## src/rtl/core/ple_pkg.sv

```systemverilog
// Shared definitions for the positional list engine: field widths, operation
// and status codes, and the command/status structs between controller and datapath.
// No dependencies.
package ple_pkg;

	localparam int OP_W   = 3;
	localparam int POS_W  = 8;
	localparam int VAL_W  = 32;
	localparam int STAT_W = 2;
	localparam int IDX_W  = 8;
	localparam int LEN_W  = 9;

	localparam int DEF_DEPTH = 256;
	localparam int DEF_WIDTH = 32;

	localparam logic [OP_W-1:0] OP_INSERT  = 3'd0;
	localparam logic [OP_W-1:0] OP_REMOVE  = 3'd1;
	localparam logic [OP_W-1:0] OP_SEARCH  = 3'd2;
	localparam logic [OP_W-1:0] OP_READ    = 3'd3;
	localparam logic [OP_W-1:0] OP_CLEAR   = 3'd4;
	localparam logic [OP_W-1:0] OP_REVERSE = 3'd5;

	localparam logic [STAT_W-1:0] ST_OK        = 2'd0;
	localparam logic [STAT_W-1:0] ST_BAD_POS   = 2'd1;
	localparam logic [STAT_W-1:0] ST_FULL      = 2'd2;
	localparam logic [STAT_W-1:0] ST_NOT_FOUND = 2'd3;

	typedef struct packed {
		logic              load;
		logic              shift_up;
		logic              shift_dn;
		logic              scan;
		logic              put_val;
		logic              dec_cnt;
		logic              clr_cnt;
		logic              take_rd;
		logic              rev_wa;
		logic              rev_wb;
		logic              set_st;
		logic [STAT_W-1:0] st;
		logic              publish;
	} ple_cmd_t;

	typedef struct packed {
		logic [OP_W-1:0] op;
		logic            ins_bad;
		logic            full;
		logic            pos_oob;
		logic            ins_done;
		logic            rem_done;
		logic            scan_done;
		logic            rev_done;
		logic            out_free;
	} ple_sts_t;

endpackage

```

## src/rtl/core/ple_ctrl.sv

```systemverilog
// Controller of the list engine: sequences each request through the datapath.
// Depends on ple_pkg.
module ple_ctrl import ple_pkg::*; (
	input  logic     clk,
	input  logic     arst_n,
	input  logic     in_valid,
	output logic     in_ready,
	input  ple_sts_t sts,
	output ple_cmd_t cmd
);

	localparam logic [3:0] S_IDLE   = 4'd0;
	localparam logic [3:0] S_DECODE = 4'd1;
	localparam logic [3:0] S_INS    = 4'd2;
	localparam logic [3:0] S_REM    = 4'd3;
	localparam logic [3:0] S_SRCH   = 4'd4;
	localparam logic [3:0] S_READ   = 4'd5;
	localparam logic [3:0] S_REV_RD = 4'd6;
	localparam logic [3:0] S_REV_WA = 4'd7;
	localparam logic [3:0] S_REV_WB = 4'd8;
	localparam logic [3:0] S_FIN    = 4'd9;

	logic [3:0] state_q;
	logic [3:0] state_d;

	always_ff @(posedge clk or negedge arst_n) begin
		if (!arst_n) begin
			state_q <= S_IDLE;
		end else begin
			state_q <= state_d;
		end
	end

	always_comb begin
		cmd      = '0;
		state_d  = state_q;
		in_ready = (state_q == S_IDLE);
		case (state_q)
			S_IDLE: begin
				if (in_valid) begin
					cmd.load = 1'b1;
					state_d  = S_DECODE;
				end
			end
			S_DECODE: begin
				case (sts.op)
					OP_INSERT: begin
						if (sts.ins_bad) begin
							cmd.set_st = 1'b1;
							cmd.st     = ST_BAD_POS;
							state_d    = S_FIN;
						end else if (sts.full) begin
							cmd.set_st = 1'b1;
							cmd.st     = ST_FULL;
							state_d    = S_FIN;
						end else begin
							state_d = S_INS;
						end
					end
					OP_REMOVE: begin
						if (sts.pos_oob) begin
							cmd.set_st = 1'b1;
							cmd.st     = ST_BAD_POS;
							state_d    = S_FIN;
						end else begin
							state_d = S_REM;
						end
					end
					OP_SEARCH: begin
						// Assume a miss; a match in the scan overrides it.
						cmd.set_st = 1'b1;
						cmd.st     = ST_NOT_FOUND;
						state_d    = S_SRCH;
					end
					OP_READ: begin
						if (sts.pos_oob) begin
							cmd.set_st = 1'b1;
							cmd.st     = ST_BAD_POS;
							state_d    = S_FIN;
						end else begin
							state_d = S_READ;
						end
					end
					OP_CLEAR: begin
						cmd.clr_cnt = 1'b1;
						state_d     = S_FIN;
					end
					OP_REVERSE: begin
						state_d = S_REV_RD;
					end
					default: begin
						state_d = S_FIN;
					end
				endcase
			end
			S_INS: begin
				if (sts.ins_done) begin
					cmd.put_val = 1'b1;
					state_d     = S_FIN;
				end else begin
					cmd.shift_up = 1'b1;
				end
			end
			S_REM: begin
				if (sts.rem_done) begin
					cmd.dec_cnt = 1'b1;
					state_d     = S_FIN;
				end else begin
					cmd.shift_dn = 1'b1;
				end
			end
			S_SRCH: begin
				if (sts.scan_done) begin
					state_d = S_FIN;
				end else begin
					cmd.scan = 1'b1;
				end
			end
			S_READ: begin
				cmd.take_rd = 1'b1;
				state_d     = S_FIN;
			end
			S_REV_RD: begin
				state_d = sts.rev_done ? S_FIN : S_REV_WA;
			end
			S_REV_WA: begin
				cmd.rev_wa = 1'b1;
				state_d    = S_REV_WB;
			end
			S_REV_WB: begin
				cmd.rev_wb = 1'b1;
				state_d    = S_REV_RD;
			end
			S_FIN: begin
				if (sts.out_free) begin
					cmd.publish = 1'b1;
					state_d     = S_IDLE;
				end
			end
			default: begin
				state_d = S_IDLE;
			end
		endcase
	end

endmodule

```

## config.mk

```make
export PLATFORM = sky130hd
export DESIGN_NAME = ple_ctrl
export DESIGN_NICKNAME = d
export VERILOG_FILES = /design/src/rtl/core/ple_pkg.sv /design/src/rtl/core/ple_ctrl.sv
export SDC_FILE = /design/constraint.sdc
export NUM_CORES = 1
export LEC_CHECK = 0
export BUFFER_PORTS_ARGS = -buffer_cell sky130_fd_sc_hd__buf_4
export CAP_MARGIN = 5
export CORE_AREA = 2 2 39 41
export CTS_BUF_LIST = sky130_fd_sc_hd__clkbuf_8
export DETAILED_ROUTE_END_ITERATION = 16
export DIE_AREA = 0 0 41 43
export PLACE_DENSITY = 0.84
export SETUP_SLACK_MARGIN = 0.15
export SKIP_LAST_GASP = 1
export SYNTH_ARGS = -nofsm -noshare
export SYNTH_HDL_FRONTEND = slang
export SYNTH_SLANG_ARGS = --single-unit
```

## constraint.sdc

```tcl
create_clock -name clk -period 1.8 [get_ports clk]
set_input_delay 0.18 -clock clk [delete_from_list [all_inputs] [get_ports clk]]
set_output_delay 0.18 -clock clk [all_outputs]
set_load 0.005 [all_outputs]
```

==> results.toml <==
[job]
cap_violations = 0

[run_status]
run_status = "finished, final reports clean"

[clock_tree]
cts.htree.levels = 1
root_buffer = "clkbuf_8"
cts.clk_slew.worst_paths_ps = 30
numCtsBuffers = 3
clk_latency_ps = 220
cts_tree = "done"
cts.path.max_buffers = 2
clock-sinks = 4

[synthesis]
async_reset_ff_frac = 1.00
synth-seq-cells = 4
synth.net_count = 94
synth_area_sq_um = 569
yosysUniqueCellTypes = 37
seq_area_frac_synth = 0.176
ys.flop_type = "dfrtp_1"
ys_warn_count = 0
netlist_top_cells_area = "dfrtp_1, nor3_1, nor2_1"
synth_top_area_share = 0.176
synth-edff-count = 0
synthCells = 80
synth_top_area_cell = "dfrtp_1"
synth.avg_cell_area_sq_um = 7.12

[global_route]
grt_max_degree = 16
track_usage = 0.206
grt_pass1_wl_um = 2510
antenna_found_initial = 0
gr-total-overflow = 0
first_global_vias = 625

[finish]
diodes = 0
regMostFlops = "state_q"
final_common_cell = "buf_4"
largest_reg_flops = 4
layout-drive-gt1-share = 0.429
largest_registers = "state_q (4)"
area_growth_pct = 57.6
stdcell_area_sq_um = 897
nets = 128
finish.utilization = 0.648
mostFrequentLayoutCells = "buf_4, nor2_1, nor3_1"

[power]
pwr-share-seq = 0.123
p_int_mw = 0.679
clkPwrFrac = 0.161
sw_frac_of_total = 0.422
pwr-share-comb = 0.715
switching_power_mw = 0.496
p_per_area_mw_per_mm2 = 1310
ir_worst_vdd_uv = 679
p_leak_nw = 0.411
finalPower_mw = 1.17

[placed_design]
gp_congestion = 0.843
placed_area_sq_um = 790
preCtsSetupSlack_ps = 249
post-dp-hpwl_um = 1170
portBuffers = 28

[routing]
post_drt_wl_per_cell_um = 12.7
route.detailed.drc = 0
drtIter0Drc = 13
wl_um = 1630
vias = 717
drtAntennaViolNets = 0
drt-vias-per-instance = 5.60
first_pass_iters = 4

[floorplanning]
coreArea_sq_mm = 0.00138
die_x_um = 41
pin_count = 29
die_area_sq_mm = 0.00176
rows = 14
die_y_um = 43
start_util = 0.411

[sta]
fmax_mhz = 567
setup_viol = 0
hold_viol_final = 0
skew_ps = 3.48
max_slew_margin = 0.749
min_period_ps = 1760
period_share = 0.980
tightest_slew_ps = 375
drv_slew = 0
setup_tns_ps = 0
rsz0062_at_grt = "true"
layout_setup_ws_ps = 35.7

[worst_setup_path]
path_cells = "or4b_4 > nor2_1 > o21ai_1 > nor2_1 > buf_4"
cp-end-kind = "primary output"
crit_path_top_delay_cell = "or4b_4"
required_ps = 1620
cp_max_fo = 4
critical_path.top_delay_family = "simple AND/OR/NAND/NOR gates"
criticalPathCategory = "register to primary output"
rrSetupSlack_ps = 70
crit_path_frequent_cell = "nor2_1"
cpPeakStageDelay_ps = 570
start_kind = "register"
crit_buf_inv = 1
crit_arrival_ps = 1580

[min_path]
hold_class = "input pin to register"
==> synthesized netlist by cell type (3+ instances only) <==
library cell / number
nor2_1: 11
nor3_1: 9
inv_1: 5
nand2_1: 5
nor4_1: 5
dfrtp_1: 4
nand3_1: 3
==> stage by stage <==
| step | hold WS, ps | cells |
|---|---|---|
| finish | 186 | 128 |
| CTS | 186 | 127 |
| floorplan | -116 | 80 |
| global placement | -25.4 | 122 |
| global route | 198 | 128 |
| detailed placement | -24.5 | 122 |
==> repair_timing <==
action | in CTS | in global routing
resized for setup | 2 | 6
gates cloned | 0 | 0
setup endpoints to repair | 4 | 8
endpoints found under the hold margin | 4 | 0
pin swaps | 4 | 3
hold buffers | 1 | 0
setup buffers | 1 | 1
==> per-layer routing <==
metal / track usage / up-vias / share of wire
met5: 0 / - / 0
met4: 0.0400 / 0 / 0.0062
met3: 0.0419 / 2 / 0.065
met2: 0.375 / 27 / 0.53
met1: 0.230 / 328 / 0.40
li1: - / 360 / -
==> area by class of cell <==
class                      count  area (sq um)
clock buffer                   3          41.3
fill                         118           487
inverter                       6          22.5
multi-input combinational     63           437
sequential                     4           100
tap                           16          20.0
timing repair buffer          36           277
==> logic make-up after synthesis <==
group                  Yosys count  synth area share
XOR/XNOR                         1            0.0154
AND/OR/NAND/NOR                 43             0.396
flip-flops                       4             0.176
multiplexers                     2            0.0352
AO/OA/AOI/OAI                   17             0.255
buffers and inverters           13             0.123
==> final timing paths <==
check                                  startpoint                endpoint  cells past startpoint
min in group asynchronous                  arst_n  state_q[1]$_DFFE_PN0P_                      2
max                        state_q[1]$_DFFE_PN0P_                  cmd[3]                      5
min                                        sts[0]  state_q[3]$_DFFE_PN0P_                      2
max reg2reg                state_q[1]$_DFFE_PN0P_  state_q[3]$_DFFE_PN0P_                      6
min reg2reg                state_q[0]$_DFFE_PN0P_  state_q[0]$_DFFE_PN0P_                      2
max in group asynchronous                  arst_n  state_q[0]$_DFFE_PN0P_                      2
==> power by group through the flow <==
stage,logic (mW),clock network (mW),registers [mW]
6_report,0.840,0.190,0.145
5_1_grt,0.928,0.198,0.148
2_1_floorplan,0.537,0,0.143
3_5_place_dp,0.748,0,0.147
4_1_cts,0.776,0.191,0.146
3_3_place_gp,0.730,0,0.145
No activity file was read; power rests on OpenSTA's default activity.
